--- src/b2b_pkg.sv ---
// Shared types, constants and a helper function for the BLAKE2b hash engine.
package b2b_pkg;

    typedef struct packed {
        logic [63:0] data_word;
        logic [3:0]  valid_bytes;
        logic        is_last;
    } in_item_t;

    typedef struct packed {
        logic [63:0] digest_word;
        logic [2:0]  word_index;
        logic        digest_last;
    } out_item_t;

    localparam logic [0:0] REG_DIGEST_SIZE = 1'd0;
    localparam logic [0:0] REG_KEY_SIZE    = 1'd1;

    // Commands from controller to datapath.
    typedef struct packed {
        logic init;         // reload chain value and counters
        logic load_word;    // write word into block buffer
        logic flush_block;  // count 128 and start a non-final compression
        logic final_prep;   // pad, set counter, start final compression
        logic round_step;   // run one half round
        logic finish;       // fold state into chain value
        logic key_phase_in; // current item belongs to the key block
    } ctl_cmd_t;

    typedef struct packed {
        logic       key_phase;
        logic       block_pending;
        logic [6:0] digest_len;
    } dp_status_t;

    localparam logic [63:0] IV [8] = '{
        64'h6a09e667f3bcc908, 64'hbb67ae8584caa73b,
        64'h3c6ef372fe94f82b, 64'ha54ff53a5f1d36f1,
        64'h510e527fade682d1, 64'h9b05688c2b3e6c1f,
        64'h1f83d9abfb41bd6b, 64'h5be0cd19137e2179};

    localparam logic [3:0] SIGMA [12][16] = '{
        '{4'd0, 4'd1, 4'd2, 4'd3, 4'd4, 4'd5, 4'd6, 4'd7,
          4'd8, 4'd9, 4'd10, 4'd11, 4'd12, 4'd13, 4'd14, 4'd15},
        '{4'd14, 4'd10, 4'd4, 4'd8, 4'd9, 4'd15, 4'd13, 4'd6,
          4'd1, 4'd12, 4'd0, 4'd2, 4'd11, 4'd7, 4'd5, 4'd3},
        '{4'd11, 4'd8, 4'd12, 4'd0, 4'd5, 4'd2, 4'd15, 4'd13,
          4'd10, 4'd14, 4'd3, 4'd6, 4'd7, 4'd1, 4'd9, 4'd4},
        '{4'd7, 4'd9, 4'd3, 4'd1, 4'd13, 4'd12, 4'd11, 4'd14,
          4'd2, 4'd6, 4'd5, 4'd10, 4'd4, 4'd0, 4'd15, 4'd8},
        '{4'd9, 4'd0, 4'd5, 4'd7, 4'd2, 4'd4, 4'd10, 4'd15,
          4'd14, 4'd1, 4'd11, 4'd12, 4'd6, 4'd8, 4'd3, 4'd13},
        '{4'd2, 4'd12, 4'd6, 4'd10, 4'd0, 4'd11, 4'd8, 4'd3,
          4'd4, 4'd13, 4'd7, 4'd5, 4'd15, 4'd14, 4'd1, 4'd9},
        '{4'd12, 4'd5, 4'd1, 4'd15, 4'd14, 4'd13, 4'd4, 4'd10,
          4'd0, 4'd7, 4'd6, 4'd3, 4'd9, 4'd2, 4'd8, 4'd11},
        '{4'd13, 4'd11, 4'd7, 4'd14, 4'd12, 4'd1, 4'd3, 4'd9,
          4'd5, 4'd0, 4'd15, 4'd4, 4'd8, 4'd6, 4'd2, 4'd10},
        '{4'd6, 4'd15, 4'd14, 4'd9, 4'd11, 4'd3, 4'd0, 4'd8,
          4'd12, 4'd2, 4'd13, 4'd7, 4'd1, 4'd4, 4'd10, 4'd5},
        '{4'd10, 4'd2, 4'd8, 4'd4, 4'd7, 4'd6, 4'd1, 4'd5,
          4'd15, 4'd11, 4'd9, 4'd14, 4'd3, 4'd12, 4'd13, 4'd0},
        '{4'd0, 4'd1, 4'd2, 4'd3, 4'd4, 4'd5, 4'd6, 4'd7,
          4'd8, 4'd9, 4'd10, 4'd11, 4'd12, 4'd13, 4'd14, 4'd15},
        '{4'd14, 4'd10, 4'd4, 4'd8, 4'd9, 4'd15, 4'd13, 4'd6,
          4'd1, 4'd12, 4'd0, 4'd2, 4'd11, 4'd7, 4'd5, 4'd3}};

    // Keeps the low n bytes of a word, n of eight or more keeps all.
    function automatic logic [63:0] low_bytes(input logic [63:0] w, input logic [7:0] n);
        logic [63:0] mask;
        mask = '0;
        for (int i = 0; i < 8; i++) begin
            if (n > 8'(i)) begin
                mask[i*8 +: 8] = 8'hff;
            end
        end
        return w & mask;
    endfunction

endpackage

--- src/b2b_ctrl.sv ---
// Controller state machine: sequences word loads, compressions and digest output.
module b2b_ctrl (
    input  logic                  aclk,
    input  logic                  aresetn,
    input  logic                  s_valid,
    output logic                  s_ready,
    input  b2b_pkg::in_item_t     s_item,
    input  logic                  cfg_we,
    input  b2b_pkg::dp_status_t   status,
    output b2b_pkg::ctl_cmd_t     cmd,
    output logic [2:0]            out_idx,
    output logic                  out_load,
    output logic                  out_last,
    input  logic                  out_free
);
    localparam logic [2:0] ST_IDLE  = 3'd0;
    localparam logic [2:0] ST_ROUND = 3'd1;
    localparam logic [2:0] ST_FOLD  = 3'd2;
    localparam logic [2:0] ST_LOAD  = 3'd3;
    localparam logic [2:0] ST_EMIT  = 3'd4;

    logic [2:0] state_reg, state_next;
    logic [4:0] step_reg, step_next;
    logic       fin_reg, fin_next;
    logic       kp_reg, kp_next;
    logic [2:0] idx_reg, idx_next;
    logic [3:0] nwords;
    logic       nonempty;
    logic       need_flush;

    always_comb begin
        state_next = state_reg;
        step_next = step_reg;
        fin_next = fin_reg;
        kp_next = kp_reg;
        idx_next = idx_reg;
        cmd = '0;
        s_ready = 1'b0;
        out_load = 1'b0;
        nwords = 4'(({1'b0, status.digest_len} + 8'd7) >> 3);
        out_idx = idx_reg;
        out_last = (4'({1'b0, idx_reg}) + 4'd1) == nwords;
        nonempty = status.key_phase || !s_item.is_last || (s_item.valid_bytes != 4'd0);
        need_flush = nonempty && status.block_pending;
        cmd.key_phase_in = kp_reg;
        unique case (state_reg)
            ST_IDLE: begin
                s_ready = !cfg_we && !need_flush;
                cmd.key_phase_in = status.key_phase;
                if (s_valid && !cfg_we) begin
                    if (need_flush) begin
                        // The waiting block is compressed before the word is taken.
                        cmd.flush_block = 1'b1;
                        fin_next = 1'b0;
                        step_next = '0;
                        state_next = ST_ROUND;
                    end else begin
                        kp_next = status.key_phase;
                        cmd.load_word = nonempty;
                        if (s_item.is_last) begin
                            state_next = ST_LOAD;
                        end
                    end
                end
            end
            ST_ROUND: begin
                cmd.round_step = 1'b1;
                step_next = step_reg + 5'd1;
                if (step_reg == 5'd23) begin
                    state_next = ST_FOLD;
                end
            end
            ST_FOLD: begin
                cmd.finish = 1'b1;
                idx_next = '0;
                fin_next = 1'b0;
                state_next = fin_reg ? ST_EMIT : ST_IDLE;
            end
            ST_LOAD: begin
                cmd.final_prep = 1'b1;
                step_next = '0;
                fin_next = 1'b1;
                state_next = ST_ROUND;
            end
            ST_EMIT: begin
                if (out_free) begin
                    out_load = 1'b1;
                    idx_next = idx_reg + 3'd1;
                    if (out_last) begin
                        cmd.init = 1'b1;
                        state_next = ST_IDLE;
                    end
                end
            end
            default: begin
                state_next = ST_IDLE;
            end
        endcase
        if (cfg_we) begin
            cmd = '0;
            cmd.init = 1'b1;
            out_load = 1'b0;
            fin_next = 1'b0;
            state_next = ST_IDLE;
        end
    end

    always_ff @(posedge aclk) begin
        if (!aresetn) begin
            state_reg <= ST_IDLE;
            step_reg <= '0;
            fin_reg <= 1'b0;
            kp_reg <= 1'b0;
            idx_reg <= '0;
        end else begin
            state_reg <= state_next;
            step_reg <= step_next;
            fin_reg <= fin_next;
            kp_reg <= kp_next;
            idx_reg <= idx_next;
        end
    end
endmodule

--- config.mk ---
export PLATFORM = sky130hd
export DESIGN_NAME = b2b_ctrl
export DESIGN_NICKNAME = d
export VERILOG_FILES = /design/src/b2b_pkg.sv /design/src/b2b_ctrl.sv
export SDC_FILE = /design/constraint.sdc
export NUM_CORES = 1
export LEC_CHECK = 0
export CORE_UTILIZATION = 35
export CTS_CLUSTER_DIAMETER = 200
export DETAILED_ROUTE_END_ITERATION = 8
export DONT_BUFFER_PORTS = 1
export GPL_ROUTABILITY_DRIVEN = 0
export HOLD_SLACK_MARGIN = 0.1
export SKIP_LAST_GASP = 1
export SYNTH_ARGS = -nofsm -noshare
export SYNTH_HDL_FRONTEND = slang
export SYNTH_SLANG_ARGS = --single-unit
--- constraint.sdc ---
create_clock -name aclk -period 3.25 [get_ports aclk]
set_input_delay 0.8125 -clock aclk [delete_from_list [all_inputs] [get_ports aclk]]
set_output_delay 0.8125 -clock aclk [all_outputs]
set_load 0.01 [all_outputs]
==> run_results.csv, run 1 <==
group,metric,value,unit
grt,grt_pass1_vias,667,
clock_network,numCtsBuffers,3,
synth,synth_flop_cell,"dfxtp_1",
cells_and_area,largest_reg_flops,5,
clock_network,cts_tree,"built",
detailed_routing,first_pass_iters,4,
worst_setup_path,cp-start-kind,"input port",
worst_setup_path,crit_chain,"or3_4 -> and3_4 -> or3_4 -> a21oi_1 -> a31o_1",
synth,ys_warn_count,0,
placed_design,placed_area,965,um^2
synth,synth_edf_count,0,
synth,async_flop_share,0,
placed_design,dp_hpwl,1500,um
cells_and_area,layout-drive-gt1-share,0.118,
floorplanning,die_area,2900,um^2
worst_setup_path,arrival,2160,ps
detailed_routing,vias_per_cell,5.62,
sta,rsz0062_at_grt,"false",
synth,yosysTopAreaCellShare,0.277,
worst_hold_path,hold_path.class,"reg -> reg",
worst_setup_path,worst_ep_required_time,2440,ps
worst_setup_path,path_class,"in -> out",
worst_setup_path,critPathMostFrequentCell,"or3_4",
grt,grt_max_degree,16,
worst_hold_path,hold_depth,1,
detailed_routing,drt_first_iter_violations,8,
sta,fin_setup_tns,0,ps
grt,grtUsageTotal,0.151,
sta,hold_ws,479,ps
run_status,status,"finished, final reports clean",
placed_design,port_buffers,0,
floorplanning,ios,96,
synth,netlist_area,941,um^2
sta,drv_slew,0,
grt,grt_pass1_wl,2990,um
synth,syn-num-nets,203,
cells_and_area,layout_common_cells,"nand2_1 (13), dfxtp_1 (13), nor2_1 (12)",
pwr,p_leak,0.365,nW
worst_setup_path,max_stage_delay,390,ps
worst_hold_path,worstHoldStart,"step_reg[4]$_SDFFE_PN0P_",
cells_and_area,area_growth,5.32,%
detailed_routing,drc,0,
detailed_routing,routed_wl,1990,um
synth,synthCells,118,
synth,synth_top_area_cell,"dfxtp_1",
floorplanning,start_util,0.376,
clock_network,cts_resized,0,
clock_network,clk_path_buf_depth,2,
clock_network,cts-root-buf,"clkbuf_4",
sta,setup_violations,0,
sta,period_minus_slack,2980,ps
grt,grt_overflow,0,
cells_and_area,stdcell_area,991,um^2
worst_setup_path,reg2regPathDepth,6,
pwr,irDropWorstVdd,0.234,mV
worst_setup_path,slowest_stage,"or3_4",
sta,finClkSkew,1.70,ps
clock_network,clkTransAtPathRegs,80,ps
worst_setup_path,r2r-start,"out_idx[0]$_SDFFE_PN0P_",
worst_setup_path,path_buf_inv,0,
floorplanning,core_area,2500,um^2
synth,syn_area_per_cell,7.97,um^2
worst_setup_path,startpoint,"status[1]",
synth,ys_ff_latch,13,
sta,worst_pin_slew,541,ps
sta,final_hold_viol_count,0,
run,cap_violations,0,
cells_and_area,antenna_cells,0,
clock_network,clkLatencyLatePin,280,ps
synth,synth.area.top_cells,"dfxtp_1 (28%), nand2_1 (5.2%), nor2_1 (4.8%), o21ai_0 (4.3%), nor3_1 (3.7%)",
clock_network,postCtsSetupBuffers,0,
grt,antenna_found_initial,0,
pwr,powerDensity,311,nW/um^2
synth,synth_cell_types,41,
worst_setup_path,end_kind,"primary output",
clock_network,holdBufCountCts,0,
sta,slew-limit-headroom,0.636,
floorplanning,rows,18,
worst_setup_path,crit_family,"simple AND/OR/NAND/NOR gates",
cells_and_area,fillers,259,
sta,max_freq,0.336,GHz
detailed_routing,wire_per_inst,13.4,um
cells_and_area,final_nets,205,
detailed_routing,vias,837,
clock_network,h-tree-depth,1,
detailed_routing,ant_nets,0,
floorplanning,die_w,53.9,um
clock_network,cts_sinks,13,
sta,period_share,0.916,
floorplanning,die_height,53.9,um
worst_setup_path,critPathMaxFanout,4,
synth,yosysSeqAreaShare,0.277,
worst_setup_path,cp.depth,5,
==> layer usage <==
layer / global-route usage / wire [um]
met1: 0.197 / 941
met3: 0.0734 / 145
met2: 0.214 / 885
met5: 0 / 0
met4: 0.0526 / 17
==> per-stage QoR <==
step	worst slack, ps	power [mW]	cells	utilization
5_1_grt	169	0.324	149	0.396
3_5_place_dp	266	0.208	145	0.386
2_1_floorplan	172	0.204	118	-
6_report	273	0.308	149	0.396
3_3_place_gp	283	0.207	145	0.386
4_1_cts	262	0.313	149	0.396
==> synth_stat cells, types with 3 or more instances <==
cell type	instances
xnor2_1	4
a21oi_1	4
clkbuf_1	4
a31oi_1	4
a21boi_1	3
nand3_1	4
dfxtp_1	13
and3_1	3
nor2_1	12
nor3_1	7
nor3b_1	3
nand2_1	13
o21ai_0	8
==> worst paths after layout <==
path / to / slack [ps]
min reg2reg: step_reg[4]$_SDFFE_PN0P_ / 480
max: cmd[6] / 270
min: step_reg[4]$_SDFFE_PN0P_ / 480
max reg2reg: state_reg[2]$_SDFFE_PP0P_ / 1370
==> report_power, final <==
part	total, mW	switching (mW)	internal (mW)
combinational	0.0408	0.0202	0.0206
clock	0.104	0.0559	0.0477
sequential	0.163	0.00274	0.161
total	0.308	0.0788	0.229
==> cell families (layout without fill, tap and decap cells) <==
logic type / Yosys count / in the layout / synth area share
xor gates and xnor gates: 7 / 7 / 0.0798
AOI/OAI and AO/OA: 34 / 34 / 0.251
adders and majority gates: 2 / 2 / 0.0266
buffers and inverters: 7 / 8 / 0.0386
and+or+nand+nor: 52 / 52 / 0.294
DFF: 13 / 13 / 0.277
muxes: 3 / 3 / 0.0332
==> layout make-up <==
cell class | count | area [um^2] | area share
clock buffers | 4 | 26.3 | 0.0265
multi-input cells | 98 | 644 | 0.650
repair buffers | 2 | 15.0 | 0.0152
flip-flops and latches | 13 | 260 | 0.263
inverters | 2 | 7.51 | 0.00758
well taps | 30 | 37.5 | 0.0379
(Power assumes the default switching activity.)
==> inputs of run 2 (changes only) <==
--- a/config.mk
+++ b/config.mk
@@ -6,6 +6,7 @@
 export NUM_CORES = 1
 export LEC_CHECK = 0
 export CORE_UTILIZATION = 35
+export CTS_BUF_LIST = sky130_fd_sc_hd__clkbuf_8
 export CTS_CLUSTER_DIAMETER = 200
 export DETAILED_ROUTE_END_ITERATION = 8
 export DONT_BUFFER_PORTS = 1
==> run 2 against run 1 <==
Hold slack lost 4.2 ps; sequential share of layout area shrank 0.49 points; critical path depth is the same.
==> run_results.csv, run 2 (same netlist as run 1, synthesis figures left out) <==
group,metric,value,unit
detailed_routing,vias,836,
clock_network,cts_sinks,13,
clock_network,cts_resized,0,
cells_and_area,area_growth,7.31,%
worst_setup_path,startpoint,"status[1]",
floorplanning,core_area,2500,um^2
placed_design,dp_hpwl,1500,um
clock_network,postCtsSetupBuffers,0,
cells_and_area,multi_input_area,644,um^2
cells_and_area,layout_common_cells,"nand2_1 (13), dfxtp_1 (13), nor2_1 (12)",
sta,hold_ws,475,ps
placed_design,port_buffers,0,
pwr,p_leak,0.377,nW
grt,antenna_found_initial,0,
detailed_routing,drc,0,
sta,finalWorstSetupSlack,273,ps
cells_and_area,final_util,0.404,
sta,period_share,0.916,
worst_setup_path,cp-start-kind,"input port",
cells_and_area,stdcell_area,1010,um^2
worst_setup_path,critPathCapture,"cmd[6]",
floorplanning,start_util,0.376,
grt,grt_overflow,0,
run_status,status,"finished, final reports clean",
cells_and_area,final_nets,205,
grt,grt_pass1_wl,2990,um
worst_setup_path,worst_r2r_endpoint,"state_reg[2]$_SDFFE_PP0P_",
worst_setup_path,worst_ep_required_time,2440,ps
floorplanning,die_w,53.9,um
clock_network,cts_tree,"built",
floorplanning,rows,18,
worst_hold_path,hold_depth,1,
detailed_routing,vias_per_cell,5.61,
cells_and_area,fillers,257,
cells_and_area,layout-drive-gt1-share,0.118,
worst_setup_path,r2r-start,"out_idx[0]$_SDFFE_PN0P_",
sta,drv_slew,0,
clock_network,clkTransAtPathRegs,50,ps
detailed_routing,routed_wl,2000,um
floorplanning,die_height,53.9,um
worst_hold_path,hold_path.class,"reg -> reg",
clock_network,clkLatencyLatePin,250,ps
worst_setup_path,reg2regPathDepth,6,
sta,finClkSkew,5.16,ps
cells_and_area,regArea,260,um^2
floorplanning,die_area,2900,um^2
clock_network,h-tree-depth,1,
worst_setup_path,critPathMaxFanout,4,
sta,worst_pin_slew,542,ps
pwr,power.total,0.348,mW
clock_network,cts-root-buf,"clkbuf_8",
grt,grt_pass1_vias,664,
sta,slew-limit-headroom,0.636,
pwr,powerDensity,345,nW/um^2
worst_setup_path,end_kind,"primary output",
detailed_routing,first_pass_iters,4,
placed_design,placed_area,965,um^2
cells_and_area,largest_reg_flops,5,
detailed_routing,wire_per_inst,13.4,um
worst_setup_path,r2r_setup_slack,1380,ps
sta,max_freq,0.336,GHz
worst_setup_path,arrival,2160,ps
grt,grt_max_degree,16,
sta,rsz0062_at_grt,"false",
worst_setup_path,path_class,"in -> out",
grt,grtUsageTotal,0.151,
placed_design,dp_slack,266,ps
cells_and_area,antenna_cells,0,
detailed_routing,drt_first_iter_violations,7,
clock_network,numCtsBuffers,3,
floorplanning,ios,96,
sta,period_minus_slack,2980,ps
clock_network,clk_path_buf_depth,2,
sta,setup_violations,0,
worst_hold_path,worstHoldStart,"step_reg[4]$_SDFFE_PN0P_",
placed_design,dpl.cell_count,145,
run,cap_violations,0,
sta,final_hold_viol_count,0,
sta,fin_setup_tns,0,ps
pwr,irDropWorstVdd,0.235,mV
clock_network,holdBufCountCts,0,
cells_and_area,finalNonFillerCells,149,
detailed_routing,ant_nets,0,
-- run 2: cell count changes in the layout (fill, tap and decap cells not counted) --
| cell | change |
|---|---|
| clkbuf_1 | -1 |
| clkbuf_4 | -3 |
| inv_1 | +1 |
| clkbuf_8 | +3 |
-- run 2: power breakdown --
part	switching (mW)	internal (mW)
Clock	0.0603	0.0835
Sequential	0.00279	0.161
Combinational	0.0201	0.0206
-- run 2: how the worst min path moves through the flow --
stage and endpoint:
3_5_place_dp step_reg[4]$_SDFFE_PN0P_, 6_report step_reg[4]$_SDFFE_PN0P_, 5_1_grt step_reg[4]$_SDFFE_PN0P_, 2_1_floorplan step_reg[4]$_SDFFE_PN0P_, 3_3_place_gp step_reg[4]$_SDFFE_PN0P_, 4_1_cts step_reg[4]$_SDFFE_PN0P_
-- run 2: routing by layer --
metal,part of all wire,track usage,wire (um),up-vias
met1,0.48,0.197,962,375
met4,0.013,0.0526,26,0
met3,0.073,0.0734,146,4
met2,0.43,0.214,868,21
li1,-,-,-,436
met5,0,0,0,-
-- run 2: cell type report --
class | instances | share of cell area
tap | 30 | 0.0372
timing repair buffer | 2 | 0.0149
multi-input combinational | 98 | 0.638
clock buffer | 3 | 0.0409
sequential | 13 | 0.258
inverter | 2 | 0.00743
clock inverter | 1 | 0.00372
-- run 2: worst max-delay path, stage by stage --
cell and delay (ps):
or3_4 390, and3_4 190, or3_4 370, a21oi_1 190, a31o_1 210
==> inputs of run 3 (changes only) <==
--- a/config.mk
+++ b/config.mk
@@ -7,11 +7,11 @@
 export LEC_CHECK = 0
 export CORE_UTILIZATION = 35
 export CTS_BUF_LIST = sky130_fd_sc_hd__clkbuf_8
-export CTS_CLUSTER_DIAMETER = 200
 export DETAILED_ROUTE_END_ITERATION = 8
 export DONT_BUFFER_PORTS = 1
 export GPL_ROUTABILITY_DRIVEN = 0
 export HOLD_SLACK_MARGIN = 0.1
+export PLACE_DENSITY = 0.49
 export SKIP_LAST_GASP = 1
 export SYNTH_ARGS = -nofsm -noshare
 export SYNTH_HDL_FRONTEND = slang
==> constraint.sdc (replaced) <==
create_clock -name aclk -period 3.25 [get_ports aclk]
set_input_delay 0.8125 -clock aclk [delete_from_list [all_inputs] [get_ports aclk]]
set_output_delay 0.8125 -clock aclk [all_outputs]
set_load 0.1 [all_outputs]
==> run 3 against run 2 <==
Clock skew decreased by 4.1 ps; via count increased by 5.3%; register-to-register slack improved by 80 ps; largest cell class unchanged; highest routed layer unchanged.
==> run_results.csv, run 3 (same netlist as run 1, synthesis figures left out) <==
group,metric,value,unit
run_status,status,"finished, final reports clean",
worst_setup_path,worst_ep_required_time,2440,ps
detailed_routing,drt_first_iter_violations,14,
detailed_routing,vias_per_cell,5.43,
grt,grt_max_degree,16,
worst_setup_path,arrival,2300,ps
sta,finClkSkew,1.09,ps
floorplanning,core_area,2500,um^2
floorplanning,die_height,53.9,um
pwr,powerDensity,319,nW/um^2
sta,period_share,0.958,
clock_network,cts-root-buf,"clkbuf_8",
detailed_routing,routed_wl,2200,um
grt,grt_pass1_wl,3570,um
detailed_routing,wire_per_inst,13.6,um
cells_and_area,final_nets,218,
detailed_routing,vias,880,
detailed_routing,ant_nets,0,
cells_and_area,stdcell_area,1210,um^2
cells_and_area,area_growth,29.0,%
grt,antenna_found_initial,0,
run,cap_violations,0,
sta,max_freq,0.321,GHz
floorplanning,die_w,53.9,um
clock_network,holdBufCountCts,0,
clock_network,cts_resized,0,
worst_setup_path,path_class,"in -> out",
floorplanning,start_util,0.376,
clock_network,h-tree-depth,1,
worst_setup_path,end_kind,"primary output",
worst_setup_path,critPathMaxFanout,4,
grt,grtUsageTotal,0.170,
worst_setup_path,slowest_stage,"or3_4",
sta,period_minus_slack,3120,ps
clock_network,clkTransAtPathRegs,60,ps
placed_design,dp_hpwl,1690,um
sta,final_hold_viol_count,0,
cells_and_area,layout-drive-gt1-share,0.295,
clock_network,clk_path_buf_depth,2,
sta,slew-limit-headroom,0.608,
floorplanning,rows,18,
worst_hold_path,hold_path.class,"reg -> reg",
detailed_routing,drc,0,
clock_network,numCtsBuffers,3,
sta,rsz0062_at_grt,"false",
cells_and_area,antenna_cells,0,
clock_network,cts_sinks,13,
cells_and_area,layout_common_cells,"nand2_1 (13), dfxtp_1 (11), buf_4 (11)",
sta,drv_slew,0,
placed_design,dpl.cell_count,158,
worst_setup_path,max_stage_delay,390,ps
worst_setup_path,cp-start-kind,"input port",
sta,setup_violations,0,
placed_design,placed_area,1170,um^2
sta,worst_pin_slew,587,ps
clock_network,clkLatencyLatePin,240,ps
worst_setup_path,crit_chain,"or3_4 -> and3_4 -> or3_4 -> a21oi_4 -> a31o_2 -> buf_12",
cells_and_area,finalNonFillerCells,162,
floorplanning,die_area,2900,um^2
cells_and_area,layout_commonest_cell,"nand2_1",
pwr,irDropWorstVdd,0.214,mV
placed_design,port_buffers,0,
grt,grt_overflow,0,
clock_network,cts_tree,"built",
pwr,p_leak,0.468,nW
cells_and_area,fillers,261,
cells_and_area,largest_reg_flops,5,
clock_network,postCtsSetupBuffers,0,
grt,grt_pass1_vias,796,
detailed_routing,first_pass_iters,4,
worst_setup_path,critPathMostFrequentCell,"or3_4",
floorplanning,ios,96,
[run 3: cell types whose count changed in the layout (fill, tap and decap cells not counted), sizes merged]
cell | before | now
buf | 2 | 13
clkbuf | 3 | 5
[run 3: metal layers]
layer,wire (um),vias to the layer above,GRT usage
met5,0,-,0
li1,-,460,-
met4,10,0,0.0658
met2,1020,16,0.267
met3,83,2,0.0254
met1,1080,402,0.231
[run 3: worst paths after layout]
| kind | cells past startpoint | slack (ps) | startpoint | endpoint |
|---|---|---|---|---|
| min | 1 | 470 | step_reg[4]$_SDFFE_PN0P_ | step_reg[4]$_SDFFE_PN0P_ |
| max | 6 | 130 | status[1] | cmd[6] |
| max reg2reg | 6 | 1460 | out_idx[0]$_SDFFE_PN0P_ | state_reg[2]$_SDFFE_PP0P_ |
| min reg2reg | 1 | 470 | step_reg[4]$_SDFFE_PN0P_ | step_reg[4]$_SDFFE_PN0P_ |
[run 3: layout make-up]
| class | instances | area (um^2) | area share |
|---|---|---|---|
| multi-input combinational | 98 | 688 | 0.567 |
| clock buffer | 3 | 41.3 | 0.0340 |
| tap | 30 | 37.5 | 0.0309 |
| timing repair buffer | 15 | 173 | 0.142 |
| sequential | 13 | 263 | 0.216 |
| clock inverter | 1 | 3.75 | 0.00309 |
| inverter | 2 | 7.51 | 0.00619 |
[run 3: per-stage QoR]
stage	total power, mW	utilization	setup slack [ps]	setup TNS, ps	hold WS (ps)
final	0.387	0.485	135	0	468
after global routing	0.405	0.485	92.4	0	489
after floorplan	0.235	-	-633	-1940	431
after global placement	0.250	0.467	139	0	463
after detailed placement	0.250	0.467	129	0	456
after CTS	0.393	0.485	125	0	467
[run 3: critical path, delay by kind of cell]
kind | cells | cell delay, ps
buffers and inverters | 1 | 170
AO/OA/AOI/OAI | 2 | 350
AND/OR/NAND/NOR | 3 | 970
[run 3: report_power, final]
group / leakage [nW] / switching (mW) / internal (mW) / total, mW
combinational: 0.335 / 0.0524 / 0.0306 / 0.0830
clock: 0.0269 / 0.0567 / 0.0833 / 0.140
sequential: 0.106 / 0.00252 / 0.161 / 0.164
total: 0.468 / 0.112 / 0.275 / 0.387
